### src/hw/rtl/hmup_pkg.sv
// Shared types and constants for the heightmap 2x midpoint upsampler.
// No dependencies; imported by the channel interfaces and every RTL module but hmup_ram.
package hmup_pkg;

   localparam int DEF_MAX_HALF_WIDTH = 256;
   localparam int DEF_SAMPLE_BITS    = 24;
   localparam int MAX_HALF_LENGTH    = 256;

   // size registers and the position counters
   localparam int CFG_BITS       = 9;
   localparam int COORD_BITS     = CFG_BITS + 1;
   localparam int CSR_INDEX_BITS = 1;

   localparam logic [CSR_INDEX_BITS-1:0] CSR_HALF_WIDTH  = 1'd0;
   localparam logic [CSR_INDEX_BITS-1:0] CSR_HALF_LENGTH = 1'd1;

   localparam int QUEUE_DEPTH = 4;

   // result kinds in emission order; also the slot of each height in a queue entry
   typedef enum logic [1:0] {
      KIND_FOUR = 2'd0,
      KIND_VERT = 2'd1,
      KIND_HORZ = 2'd2,
      KIND_COPY = 2'd3
   } hmup_kind_type;

   localparam int NUM_KINDS = 4;

   typedef struct packed {
      logic [CFG_BITS-1:0] col;
      logic [CFG_BITS-1:0] row;
   } hmup_pos_type;

endpackage

### src/hw/rtl/hmup_queue.sv
// Small register FIFO between front and back end.
// Depends on hmup_pkg.
module hmup_queue import hmup_pkg::*; #(
   parameter int WIDTH = 8
) (
   input  logic             clock,
   input  logic             reset,
   input  logic             push_valid,
   output logic             push_ready,
   input  logic [WIDTH-1:0] push_data,
   output logic             pop_valid,
   input  logic             pop_ready,
   output logic [WIDTH-1:0] pop_data
);
   localparam int PW = $clog2(QUEUE_DEPTH);
   localparam int CW = $clog2(QUEUE_DEPTH + 1);

   logic [WIDTH-1:0] slot_ff [QUEUE_DEPTH];
   logic [PW-1:0]    wr_ptr_ff, rd_ptr_ff;
   logic [CW-1:0]    count_ff;
   logic             do_push, do_pop;

   assign push_ready = count_ff != CW'(QUEUE_DEPTH);
   assign pop_valid  = count_ff != '0;
   assign pop_data   = slot_ff[rd_ptr_ff];
   assign do_push    = push_valid && push_ready;
   assign do_pop     = pop_valid && pop_ready;

   always_ff @(posedge clock) begin
      if (reset) begin
         wr_ptr_ff <= '0;
         rd_ptr_ff <= '0;
         count_ff  <= '0;
      end else begin
         if (do_push) begin
            wr_ptr_ff <= (wr_ptr_ff == PW'(QUEUE_DEPTH - 1)) ? '0 : wr_ptr_ff + PW'(1);
         end
         if (do_pop) begin
            rd_ptr_ff <= (rd_ptr_ff == PW'(QUEUE_DEPTH - 1)) ? '0 : rd_ptr_ff + PW'(1);
         end
         if (do_push && !do_pop) begin
            count_ff <= count_ff + CW'(1);
         end else if (do_pop && !do_push) begin
            count_ff <= count_ff - CW'(1);
         end
      end
   end

   always_ff @(posedge clock) begin
      if (do_push) begin
         slot_ff[wr_ptr_ff] <= push_data;
      end
   end
endmodule

### config.mk
export PLATFORM = sky130hd
export DESIGN_NAME = hmup_queue
export DESIGN_NICKNAME = d
export VERILOG_FILES = /design/src/hw/rtl/hmup_pkg.sv /design/src/hw/rtl/hmup_queue.sv
export SDC_FILE = /design/constraint.sdc
export NUM_CORES = 1
export LEC_CHECK = 0
export BUFFER_PORTS_ARGS = -buffer_cell sky130_fd_sc_hd__buf_2
export CAP_MARGIN = 20
export CORE_MARGIN = 5
export CORE_UTILIZATION = 58
export DETAILED_ROUTE_END_ITERATION = 10
export PLACE_DENSITY_LB_ADDON = 0.05
export REMOVE_ABC_BUFFERS = 1
export SLEW_MARGIN = 20
export SYNTH_ARGS = -nofsm -noshare
export SYNTH_HDL_FRONTEND = slang
export SYNTH_SLANG_ARGS = --single-unit
### constraint.sdc
create_clock -name clock -period 6.1 [get_ports clock]
set_input_delay 0.61 -clock clock [delete_from_list [all_inputs] [get_ports clock]]
set_output_delay 0.61 -clock clock [all_outputs]
set_load 0.005 [all_outputs]
* Word-level counts from Yosys, hierarchy flattened *
Memories as Yosys holds them, arrays and structs flattened. A register that Yosys moved wholly into a read port is not among the register bits.
Index checks and enable logic that the tools add are counted.

storage, ports and cells
  register bits after elaboration = 7
  bits in writable memories = 32
  input bits = 12
  output and inout bits = 10
  logic and storage cells = 27
  memories = 1

operators by class
  $add $sub $neg = 4
  equality and inequality tests = 3
  multiplexer cells = 8
  reduce and logical (&&, ||, !) cells = 8

memory list
  name     depth  width  rd ports  clocked after Yosys merged registers in  write ports  RTL line          RTL
  slot_ff  4      8      1         1                                        1            hmup_queue.sv:18  logic [WIDTH-1:0] slot_ff [QUEUE_DEPTH];

operators by type and width
  operator                                                            count
  2-bit two-way mux                                                   4
  3-bit two-way mux                                                   2
  2-bit by 1-bit adder with 2-bit output, second input constant       2
  2-bit equality test, second input constant                          2
  1-bit logical AND                                                   4
  3-bit by 1-bit adder with 3-bit output, second input constant       1
  3-bit inequality test, second input constant                        1
  3-bit nonzero test                                                  1
  3-bit by 1-bit subtractor with 3-bit output, second input constant  1
  1-bit zero test                                                     2
  1-bit two-way mux                                                   2
  2-bit nonzero test                                                  1

* Longest topological paths before layout *
  word-level depth = 6
  gate-level depth with buffers = 9
  depth with buffers taken out = 8

* Least setup slack after synthesis *
Ideal clock, no wire load.

  kind = reg2reg
  start point = register count_ff[0]
  end point = register count_ff[2]
  setup time = 70 ps
  arrival = 2100 ps
  required time = 6030 ps
  slack = 3930 ps
  cell stages (with the launch flop) = 8
  path through = dfxtp_1 -> o31ai_1 -> ha_1 -> inv_1 -> fa_1 -> xor2_1 -> or3_2 -> a21oi_1

between the ends
  cells in the longest elaborated chain, start to end = 5
  elaborated cells between the ends (all ways) = 13
  classes of those cells = 2 x add/sub; 1 x eq/ne; 2 x mux; 8 x reduce/logical

ends and longest elaborated chain
  element                                                                                              RTL line          RTL
  start: declaration                                                                                   hmup_queue.sv:20  logic [CW-1:0] count_ff;
  start signal: assignment                                                                             hmup_queue.sv:42  count_ff <= count_ff + CW'(1);
  start signal: assignment                                                                             hmup_queue.sv:44  count_ff <= count_ff - CW'(1);
  parallel branches: the longest is 5 deep, another holds 3-bit by 1-bit subtractor with 3-bit output  -

Parallel ways; which one is timed is not known. The select of a mux whose other input is x is not followed.
A chain may end at the register's enable or synchronous reset.

* Final worst setup path *
  start point = register count_ff[1]
  end point = register count_ff[2]

Same word-level chain as after synthesis.

==> out/metrics.yaml <==
worst_setup_path:
  cp-end-kind: "flip-flop"
  critPathKind: "reg2reg"
  path_cells: "o31ai_1 > ha_1 > inv_1 > fa_1 > xor2_1 > or3_2 > a21oi_1"
  reg2reg_slack_ps: 3750
  start_kind: "flip-flop"
  timing.rr.start: "count_ff[1]"
  path_max_fanout: 5
  cpMaxStageDelayCell: "o31ai_1"
  cpPeakStageDelay_ps: 510
  cp-startpoint: "count_ff[1]"
  cp.arrival_ps: 2610
  required_ps: 6370
global_route:
  grt_start_max_net_pins: 13
  grt.busiest_layer: "met2"
  use_met3_pct: 5.68
  grt.total_usage_pct: 13.3
  grt_pass1_wl_mm: 3.93
  grt_pass1_vias: 820
  gr-usage-met2_pct: 21.0
  met1_usage_pct: 16.4
  grt_antenna_before_repair: 0
  overflow: 0
routing:
  ant_nets: 0
  via_count: 797
  dr.pass1.iters: 4
  drt_iter0_markers: 7
  route.detailed.drc: 0
  wl_per_cell_um: 16.4
  via_per_inst: 5.46
  wirelength_mm: 2.40
synth:
  synth_cell_types: 26
  syn_area_per_cell_sq_um: 18.2
  ys_warn_count: 0
  synthArstFlopShare_pct: 0
  ys_ff_latch: 41
  synth_flop_cell: "edfxtp_1"
  synth_area_sq_um: 1630
  yosysSeqAreaShare_pct: 69.8
  synth-edff-count: 32
  syn_inst: 90
min_path:
  hold_path.class: "in2reg"
  hp-start: "push_data[5]"
sta:
  max_freq_mhz: 426
  skew_ps: 9.13
  hold_violations: 0
  post-route-min-period_ps: 2350
  relSlewSlack_pct: 63.0
  rsz0062_at_grt: "false"
  setup_viol: 0
  tightest_slew_ps: 555
  tns_ps: 0
  slew_violations: 0
  period_share_pct: 38.5
clock_network:
  cts_tree: "yes"
  postCtsResizedCells: 0
  cts_htree_levels: 2
  clkTransAtPathRegs_ps: 110
  holdBufCountCts: 0
  clk_path_buf_depth: 2
  clk_latency_ps: 330
  cts-root-buf: "clkbuf_4"
  cts_buffers: 5
  cts_sinks: 41
  post_cts.repair.setup_buffers: 0
power_and_ir_drop:
  p_int_w: 0.000499
  p_comb_share_pct: 25.9
  p_per_area_nw_per_um2: 379
  p_total_w: 0.000689
  power_leakage_nw: 0.676
  sw_frac_of_total_pct: 27.5
  clkPwrFrac_pct: 19.3
  p_sw_w: 0.000190
  power_frac_seq_pct: 54.8
  ir_worst_vdd_v: 0.000294
floorplanning:
  die_w_um: 63.1
  dieArea_sq_um: 3980
  rows: 19
  ios: 22
  core_area_sq_um: 2730
  die_h_um: 63.1
  start_util_pct: 59.8
cells_and_area:
  stdcell_count: 146
  syn2layout_area_growth_pct: 11.3
  layout.nets: 133
  drive_above_1_share_pct: 37.4
  fin_area_sq_um: 1820
  diodes: 0
  fillerInstances: 189
place:
  placed_cells: 138
  dpl.hpwl_mm: 1.71
  io_buffers: 21
  dpl-instance-area_sq_um: 1760
  gp_congestion: 0.668
run:
  maxCapViolCount: 0
run_status:
  status: "complete, no violations"
-- worst paths after layout --
path                    to  cells after the start
max reg2reg    count_ff[2]                      7
min reg2reg   rd_ptr_ff[0]                      2
min          slot_ff[0][5]                      1
max            count_ff[2]                      7
-- power groups by stage --
stage	Clock, W	Sequential, W	Combinational (W)
detailed placement	0	0.000385	0.000181
CTS	0.000138	0.000379	0.000181
global placement	0	0.000383	0.000176
global route	0.000153	0.000385	0.000197
floorplan	0	0.000375	0.000128
finish	0.000133	0.000378	0.000178
-- layout by cell type, fill, tap and decap left out, types with 2 or more instances in the layout --
master    netlist  layout
inv_1           3       3
mux2i_1         3       3
a21oi_1         2       2
edfxtp_1       32      32
nor2_1          3       3
and3_2          4       4
nand2b_1        2       2
xor2_1          2       2
clkbuf_4        0       5
buf_2           1      21
or3_2           2       2
clkbuf_1        1       2
dfxtp_1         9       9
mux4_2          8       8
ha_1            6       6
-- worst max-delay path, delay by kind of cell (launching register included) --
| family | cells | cell delay (ps) |
|---|---|---|
| flip-flops | 1 | 370 |
| buffers and inverters | 1 | 60 |
| adder cells (fa/ha/maj) | 2 | 650 |
| AO/OA/AOI/OAI | 2 | 650 |
| XOR/XNOR | 1 | 150 |
| AND/OR/NAND/NOR | 1 | 410 |
-- cell usage after synthesis (2+ instances only) --
cell type | n | area share (%)
inv_1 | 3 | 0.69
a21oi_1 | 2 | 0.61
dfxtp_1 | 9 | 11
nand2b_1 | 2 | 0.77
nor2_1 | 3 | 0.69
xor2_1 | 2 | 1.1
mux4_2 | 8 | 11
mux2i_1 | 3 | 1.8
ha_1 | 6 | 4.6
and3_2 | 4 | 1.8
or3_2 | 2 | 0.92
edfxtp_1 | 32 | 59
-- final cells by class --
| class | instances | area [sq um] | share of cell area (%) |
|---|---|---|---|
| inverter | 3 | 11.3 | 0.619 |
| sequential | 41 | 1140 | 62.7 |
| multi-input combinational | 42 | 464 | 25.5 |
| tap | 31 | 38.8 | 2.13 |
| clock buffer | 8 | 58.8 | 3.23 |
| timing repair buffer | 21 | 105 | 5.78 |
-- stage by stage --
step | util [%] | worst slack (ps) | hold WS (ps)
CTS | 66.5 | 3710 | 477
global placement | 64.4 | 3840 | 493
floorplan | - | 3930 | 456
global route | 66.5 | 3590 | 460
finish | 66.5 | 3750 | 487
detailed placement | 64.4 | 3740 | 490
-- routing by layer --
layer	up-vias	share of wire [%]
li1	395	-
met1	379	44
met2	18	49
met3	5	6.0
met4	0	1.5
met5	-	0
-- sequential cells by signal (all words and copies together) (netlist names), named ones only --
name and count:
slot_ff 32, count_ff 3, rd_ptr_ff 2, wr_ptr_ff 2
-- kinds of logic after synthesis --
group / after synthesis / synth area share [%]
compound gates: 5 / 2.14
xor+xnor: 2 / 1.07
simple gates: 17 / 6.51
buf+inv: 7 / 1.76
fa+ha+maj: 7 / 5.82
mux: 11 / 12.9
flops: 41 / 69.8
No activity file was read; power rests on OpenSTA's default activity.
