==> src/hw/rtl/hmup_pkg.sv <==
// Shared types and constants for the heightmap 2x midpoint upsampler.
// No dependencies; imported by the channel interfaces and every RTL module but hmup_ram.
package hmup_pkg;

   localparam int DEF_MAX_HALF_WIDTH = 256;
   localparam int DEF_SAMPLE_BITS    = 24;
   localparam int MAX_HALF_LENGTH    = 256;

   // size registers and the position counters
   localparam int CFG_BITS       = 9;
   localparam int COORD_BITS     = CFG_BITS + 1;
   localparam int CSR_INDEX_BITS = 1;

   localparam logic [CSR_INDEX_BITS-1:0] CSR_HALF_WIDTH  = 1'd0;
   localparam logic [CSR_INDEX_BITS-1:0] CSR_HALF_LENGTH = 1'd1;

   localparam int QUEUE_DEPTH = 4;

   // result kinds in emission order; also the slot of each height in a queue entry
   typedef enum logic [1:0] {
      KIND_FOUR = 2'd0,
      KIND_VERT = 2'd1,
      KIND_HORZ = 2'd2,
      KIND_COPY = 2'd3
   } hmup_kind_type;

   localparam int NUM_KINDS = 4;

   typedef struct packed {
      logic [CFG_BITS-1:0] col;
      logic [CFG_BITS-1:0] row;
   } hmup_pos_type;

endpackage

==> src/hw/rtl/hmup_rsp_if.sv <==
// Result channel: valid/ready handshake carrying one child height and its coordinates.
// Depends on hmup_pkg.
interface hmup_rsp_if import hmup_pkg::*; #(
   parameter int SAMPLE_BITS = DEF_SAMPLE_BITS
);
   logic                          valid;
   logic                          ready;
   logic [COORD_BITS-1:0]         out_x;
   logic [COORD_BITS-1:0]         out_y;
   logic signed [SAMPLE_BITS-1:0] out_height;
   logic                          last;

   modport source (output valid, output out_x, output out_y, output out_height,
                   output last, input ready);
   modport sink   (input valid, input out_x, input out_y, input out_height,
                   input last, output ready);
endinterface

==> src/hw/rtl/hmup_back.sv <==
// Back end: walks the results of the head queue entry, one per cycle while the
// result port is not stalled, into an output register. Depends on hmup_pkg and hmup_rsp_if.
module hmup_back import hmup_pkg::*; #(
   parameter int SAMPLE_BITS = DEF_SAMPLE_BITS
) (
   input  logic                                  clock,
   input  logic                                  reset,
   input  logic                                  pop_valid,
   output logic                                  pop_ready,
   input  hmup_pos_type                          pop_pos,
   input  logic [NUM_KINDS-1:0][SAMPLE_BITS-1:0] pop_heights,
   hmup_rsp_if.source                            rsp
);
   hmup_kind_type kind_ff;
   hmup_kind_type cur;
   logic          has_four, has_vert, has_horz;
   logic          load;
   logic [COORD_BITS-1:0] x2, y2;

   logic                   out_valid_ff;
   logic [COORD_BITS-1:0]  out_x_ff, out_y_ff;
   logic [SAMPLE_BITS-1:0] out_height_ff;
   logic                   last_ff;

   assign has_vert = pop_pos.row != '0;
   assign has_horz = pop_pos.col != '0;
   assign has_four = has_vert && has_horz;

   // first result kind at or after the step pointer that this sample produces
   always_comb begin
      if (kind_ff == KIND_FOUR && has_four) begin
         cur = KIND_FOUR;
      end else if ((kind_ff == KIND_FOUR || kind_ff == KIND_VERT) && has_vert) begin
         cur = KIND_VERT;
      end else if (kind_ff != KIND_COPY && has_horz) begin
         cur = KIND_HORZ;
      end else begin
         cur = KIND_COPY;
      end
   end

   assign load      = pop_valid && (!out_valid_ff || rsp.ready);
   assign pop_ready = load && (cur == KIND_COPY);
   assign x2        = {pop_pos.col, 1'b0};
   assign y2        = {pop_pos.row, 1'b0};

   always_ff @(posedge clock) begin
      if (reset) begin
         kind_ff      <= KIND_FOUR;
         out_valid_ff <= 1'b0;
      end else begin
         if (load) begin
            out_valid_ff <= 1'b1;
            kind_ff      <= (cur == KIND_COPY) ? KIND_FOUR
                                               : hmup_kind_type'(2'(cur) + 2'd1);
         end else if (rsp.ready) begin
            out_valid_ff <= 1'b0;
         end
      end
   end

   always_ff @(posedge clock) begin
      if (load) begin
         out_x_ff      <= (cur == KIND_FOUR || cur == KIND_HORZ) ? x2 - COORD_BITS'(1) : x2;
         out_y_ff      <= (cur == KIND_FOUR || cur == KIND_VERT) ? y2 - COORD_BITS'(1) : y2;
         out_height_ff <= pop_heights[cur];
         last_ff       <= cur == KIND_COPY;
      end
   end

   assign rsp.valid      = out_valid_ff;
   assign rsp.out_x      = out_x_ff;
   assign rsp.out_y      = out_y_ff;
   assign rsp.out_height = out_height_ff;
   assign rsp.last       = last_ff;
endmodule

==> src/flat_wrapper.sv <==
// flat-port wrapper written by rule: the top's interface ports become plain ports
module hmup_back_flat import hmup_pkg::*;
#(
   parameter int SAMPLE_BITS = DEF_SAMPLE_BITS
)
  (clock, reset, pop_valid, pop_ready, pop_pos, pop_heights, rsp_valid, rsp_out_x, rsp_out_y, rsp_out_height, rsp_last, rsp_ready);
  hmup_rsp_if #(.SAMPLE_BITS(SAMPLE_BITS)) rsp_i ();
  input  logic clock;
  input  logic reset;
  input  logic pop_valid;
  output logic pop_ready;
  input  hmup_pos_type pop_pos;
  input  logic [NUM_KINDS-1:0][SAMPLE_BITS-1:0] pop_heights;
  output wire logic [$bits(rsp_i.valid)-1:0] rsp_valid;
  output wire logic [$bits(rsp_i.out_x)-1:0] rsp_out_x;
  output wire logic [$bits(rsp_i.out_y)-1:0] rsp_out_y;
  output wire logic [$bits(rsp_i.out_height)-1:0] rsp_out_height;
  output wire logic [$bits(rsp_i.last)-1:0] rsp_last;
  input wire logic [$bits(rsp_i.ready)-1:0] rsp_ready;
  assign rsp_valid = rsp_i.valid;
  assign rsp_out_x = rsp_i.out_x;
  assign rsp_out_y = rsp_i.out_y;
  assign rsp_out_height = rsp_i.out_height;
  assign rsp_last = rsp_i.last;
  assign rsp_i.ready = rsp_ready;
  hmup_back #(.SAMPLE_BITS(SAMPLE_BITS)) u_core (.clock(clock), .reset(reset), .pop_valid(pop_valid), .pop_ready(pop_ready), .pop_pos(pop_pos), .pop_heights(pop_heights), .rsp(rsp_i));
endmodule
==> config.mk <==
export PLATFORM = sky130hd
export DESIGN_NAME = hmup_back_flat
export DESIGN_NICKNAME = d
export VERILOG_FILES = /design/src/hw/rtl/hmup_pkg.sv /design/src/hw/rtl/hmup_rsp_if.sv /design/src/hw/rtl/hmup_back.sv /design/src/flat_wrapper.sv
export SDC_FILE = /design/constraint.sdc
export NUM_CORES = 1
export LEC_CHECK = 0
export BUFFER_PORTS_ARGS = -buffer_cell sky130_fd_sc_hd__buf_2
export CELL_PAD_IN_SITES_DETAIL_PLACEMENT = 1
export CELL_PAD_IN_SITES_GLOBAL_PLACEMENT = 2
export CORE_MARGIN = 4
export CORE_UTILIZATION = 25
export CTS_CLUSTER_DIAMETER = 100
export DETAILED_ROUTE_END_ITERATION = 10
export GPL_TIMING_DRIVEN = 0
export PLACE_DENSITY = 0.94
export SLEW_MARGIN = 20
export SYNTH_ARGS = -nofsm -noshare
export SYNTH_HDL_FRONTEND = slang
export SYNTH_SLANG_ARGS = --single-unit
==> constraint.sdc <==
create_clock -name clock -period 4.94 [get_ports clock]
set_clock_uncertainty 0.1 [all_clocks]
set_input_delay 0.494 -clock clock [delete_from_list [all_inputs] [get_ports clock]]
set_output_delay 0.494 -clock clock [all_outputs]
set_load 0.03 [all_outputs]
Word-level counts from Yosys, hierarchy flattened
Index checks and enable logic that the tools add are counted.
- output and inout port bits: 47
- flip-flop bits (word level): 48
- $lt $le $gt $ge: 1
- reductions and logical operators: 16
- eq/ne operators: 5
- muxes and demuxes: 10
- add/subtract/negate cells: 3
- operators with widths (kind ; count):
    binary-select mux 24 bit (select 2 bit) ; 1
    two-way mux 24 bit ; 1
    two-way mux 10 bit ; 2
    subtractor 10 x 1 -> 10 bit (second input constant) ; 2
    nonzero test 9 bit ; 2
    logical AND 1 bit ; 6
    two-way mux 2 bit ; 3
    == test 2 x 1 -> 1 bit (second input constant) ; 2
    == test 2 bit (second input constant) ; 2
    zero test 2 bit ; 2
    logical OR 1 bit ; 4
    < comparator 2 x 3 -> 1 bit (second input constant) ; 1
    two-way mux 1 bit ; 3
    adder 2 x 1 -> 2 bit (second input constant) ; 1
    inequality test 2 bit (second input constant) ; 1
    nonzero test 2 bit ; 1
    zero test 1 bit ; 1

Longest topological paths before layout
- word-level depth: 8
- gate-level depth with buffers: 8

Worst setup path after synthesis
Ideal clock, no wire load.
- path kind: in2out
- start: in pop_pos[0] in the netlist's numbering
- end: out pop_ready
- stages on the path: 7
- arrival: 2.355 ns
- path buffers: 0
- slack: 1.991 ns
- path through: inv_1 ha_1 or3b_1 o41ai_4 nand2_1 ha_1 and3_1
- longest elaborated chain between the ends: 6
- elaborated cells on any way between the ends: 8
- those cells by class: 1 x eq/ne; 2 x mux; 5 x reduce/logical
- RTL lines (element ; line ; text):
    from (decl) ; flat_wrapper.sv:12 ; input hmup_pos_type pop_pos;
    nonzero test 9 bit * ; hmup_back.sv:25 ; assign has_vert = pop_pos.row != '0;
    logical AND 1 bit (on tied branches) ; hmup_back.sv:33, hmup_back.sv:27 ;
    two-way mux 2 bit or logical AND 1 bit (tied branches) ; hmup_back.sv:33, hmup_back.sv:31 ;
    two-way mux 2 bit * ; hmup_back.sv:31 ; if (kind_ff == KIND_FOUR && has_four) begin
    == test 2 bit * ; hmup_back.sv:43 ; assign pop_ready = load && (cur == KIND_COPY);
    logical AND 1 bit * ; hmup_back.sv:43 ;
    to (decl) ; flat_wrapper.sv:11 ; output logic pop_ready;
Mark *: on every way between the ends. The rest lies on a longest branch, timed or not.

Final worst setup path
Ends and elaborated chain as after synthesis.

==> impl_results.md <==
- Run status: completed
- Worst r2r src: u_core.kind_ff[0]
- CP startpoint kind: input port
- TritonRoute pass-1 iters: 4
- Post-synthesis sequential area ratio: 0.518
- Leading area contributor after synthesis: edfxtp_1
- Max-slew headroom: 0.483
- Critical path's slowest cell: o41ai_4
- Mapped cell area: around 2700 µm²
- Die Y: around 110 µm
- Total number of vias: 2812
- Avg Cell Area, Syn: 10.2 µm²
- Fin crit period: around 3.5 ns
- Hold depth: 2
- Setup bufs post-CTS: 0
- Max VDD drop: ~0.11 mV
- Complex-gate fraction of the synthesized area: 0.200
- Final core occ: 0.364
- CTS Root Cell: clkbuf_8
- # IOs: about 170
- CP Buf/Inv Count: 3
- MaxCap Viol Count: 0
- Core footprint: ~10000 µm²
- Finished Layout Cells: 575
- Setup CP Type: input port to output port
- Setup TNS: 0 ns
- H-tree Lvls: 2
- GP Congestion: between 0.7 and 0.8
- Pleak: 1.59 nW
- Area of the multi-input gates: about 1200 µm²
- Reg2reg end: u_core.rsp.out_height[12]
- Fin. Hold Viols: 0
- HPWL Detailed: between 8000 and 9000 µm
- Maximum clock path buffer count: 2
- Top delay family on crit path: simple AND/OR/NAND/NOR gates
- Synth top area share: 0.496
- XOR/XNOR Fraction of Synth Area: 0.0257
- PwrDens: 267 nW/µm²
- Starting density of the core: 0.260
- Global route overflow: 0
- Via-per-instance ratio: between 4 and 5
- Mux contribution to synthesized area: 0.0322
- Skew-Pair Late Insertion Delay: roughly 0.30 ns
- # fillers: 1275
- Syn Nets: 388
- Syn. warnings: 0
- TritonCTS Sinks: 48
- Worst slew pin tran: about 0.78 ns
- # diodes: 0
- Area grow syn2layout: 40.0%
- DRC Markers: 0
- CTS clk-pin slew, worst paths: around 0.090 ns
- Worst r2r path cells: 6
- TritonCTS clock tree: yes
- First-pass GRT wire length: 16000 µm
- Path length in cells of the critical path: 9
- First DRT Iteration DRCs: approximately 130
- RSZ-0062 raised after global routing: false
- Worst Path Required: approximately 4.4 ns
- # setup viols final: 0
- DRT Wirelength: 10400 µm
- Final layout net count: approximately 560
- Type of the worst min-delay path: input port to flip-flop
- Die width: about 110 µm
- F_max: 286 MHz
- Largest family of logic cells by synthesized area: compound AO/OA/AOI/OAI gates
- Antenna violations before repair: 0
- CP Max Fanout: 9
- Setup crit end kind: output port
- R2r setup slk: between 2 and 2.5 ns
- CTS Hold Buffers Added: 0
- Wirelength per Cell: 18.1 µm
- Synth top area cells: edfxtp_1 50%, a32oi_1 7.7%, nand2b_1 6.0%
- Synth cell types: 39
- Most frequent cell after synthesis: edfxtp_1
- Yosys reg bits: 48
- Final period util: 0.708
- Critical Path Max Stage Delay: just under 0.6 ns
- Post-synthesis instance total: about 270
- PortBufs: around 160
- Worst path cell trace: buf_2, inv_1, ha_1, or3b_1, o41ai_4, nand2_1, ha_1, and3_1, buf_2
- Overall routing resource usage: 0.159
- Register area: between 1000 and 1500 µm²
- Pin count of the biggest net entering global routing: a little under 50
- Area share of and/or/nand/nor cells after synthesis: 0.171
- Finished layout cell area: 3810 µm²
- Vias in the first global route: 2983
- Top FF cell, synth: edfxtp_1
- Crit path to: pop_ready
- CTS buffer count: 5
- Critical Path AT: ~2.9 ns
- Routed Antenna Nets: 0
- Async SR Flop Fraction: 0
- Final max-slew violation count: 0
- Post-CTS sizing: 0
- Ratio of cells with drive above 1 in the final layout: 0.419
- Adder-cell share of the synthesized area: 0.0138
- Die footprint: ~13000 µm²
- Post-synth EDFFs: 45
- Worst Setup SP: pop_pos[0]
- Synth top cells by count: 45 x edfxtp_1, 30 x nand2_1, 28 x a21oi_1
- Dpl cells: roughly 570
- Rows: 37
- Cell Area, Placed: ~3700 µm²
-- kinds of logic (layout without fill, tap and decap cells) --
group	after synthesis	after routing
and+or+nand+nor	89	89
AOI/OAI and AO/OA	83	83
DFF	48	48
buffers and inverters	28	200
xor gates and xnor gates	8	8
muxes	8	8
adders and majority gates	3	3
-- worst min-delay path by stage --
| stage | start | slack (ns) | end |
|---|---|---|---|
| global placement | u_core.rsp.valid | 0.39 | u_core.rsp.valid |
| CTS | reset | 0.26 | u_core.rsp.valid |
| detailed placement | u_core.rsp.valid | 0.43 | u_core.rsp.valid |
| floorplan | reset | 0.46 | u_core.kind_ff[0] |
| global route | reset | 0.28 | u_core.kind_ff[1] |
| finish | reset | 0.28 | u_core.rsp.valid |
-- metrics by stage --
stage	hold slack [ns]	worst slack, ns	power (W)
6_report	0.280	1.44	0.00102
2_1_floorplan	0.463	1.99	0.000666
4_1_cts	0.260	1.42	0.00104
3_5_place_dp	0.426	1.42	0.000784
3_3_place_gp	0.387	1.51	0.000775
5_1_grt	0.282	1.28	0.00107
-- power breakdown --
part	leakage [nW]	switching, W	internal (W)
registers	0.458	0.0000106	0.000491
clock network	0.0445	0.000136	0.000114
logic	1.08	0.000170	0.0000979
-- registers in the layout (all words and copies together), names as in the netlist --
signal,cells
u_core.rsp.out_height,24
u_core.kind_ff,2
u_core.rsp.last,1
u_core.rsp.valid,1
u_core.rsp.out_x,10
u_core.rsp.out_y,10
-- cell usage in the layout, fill, tap and decap left out, types with 2 or more instances in the layout --
master,count
nor3_1,2
xnor2_1,8
edfxtp_1,45
nand3_1,6
and2_1,2
dfxtp_1,3
a21oi_1,28
nand2b_1,26
buf_1,3
clkbuf_1,14
inv_1,8
buf_2,166
ha_1,3
nor2_1,10
a32oi_1,24
mux2i_1,2
nand2_1,30
mux2_2,5
clkbuf_8,6
o21ai_0,26
-- area by class of cell --
class / instances / area share
Multi-Input combinational cell: 191 / 0.316
Sequential cell: 48 / 0.370
Clock buffer: 7 / 0.0226
Timing Repair Buffer: 164 / 0.215
Tap cell: 136 / 0.0446
Buffer: 19 / 0.0203
Inverter: 9 / 0.00886
Clock inverter: 1 / 0.00197
-- metal layers --
layer,up-vias,GRT usage,wire length [µm]
met5,-,0,0
met1,1359,0.186,4130
met3,17,0.0329,612
met4,0,0.0545,249
li1,1336,-,-
met2,100,0.290,5390
Note: power is estimated with default switching activity, not from simulation.
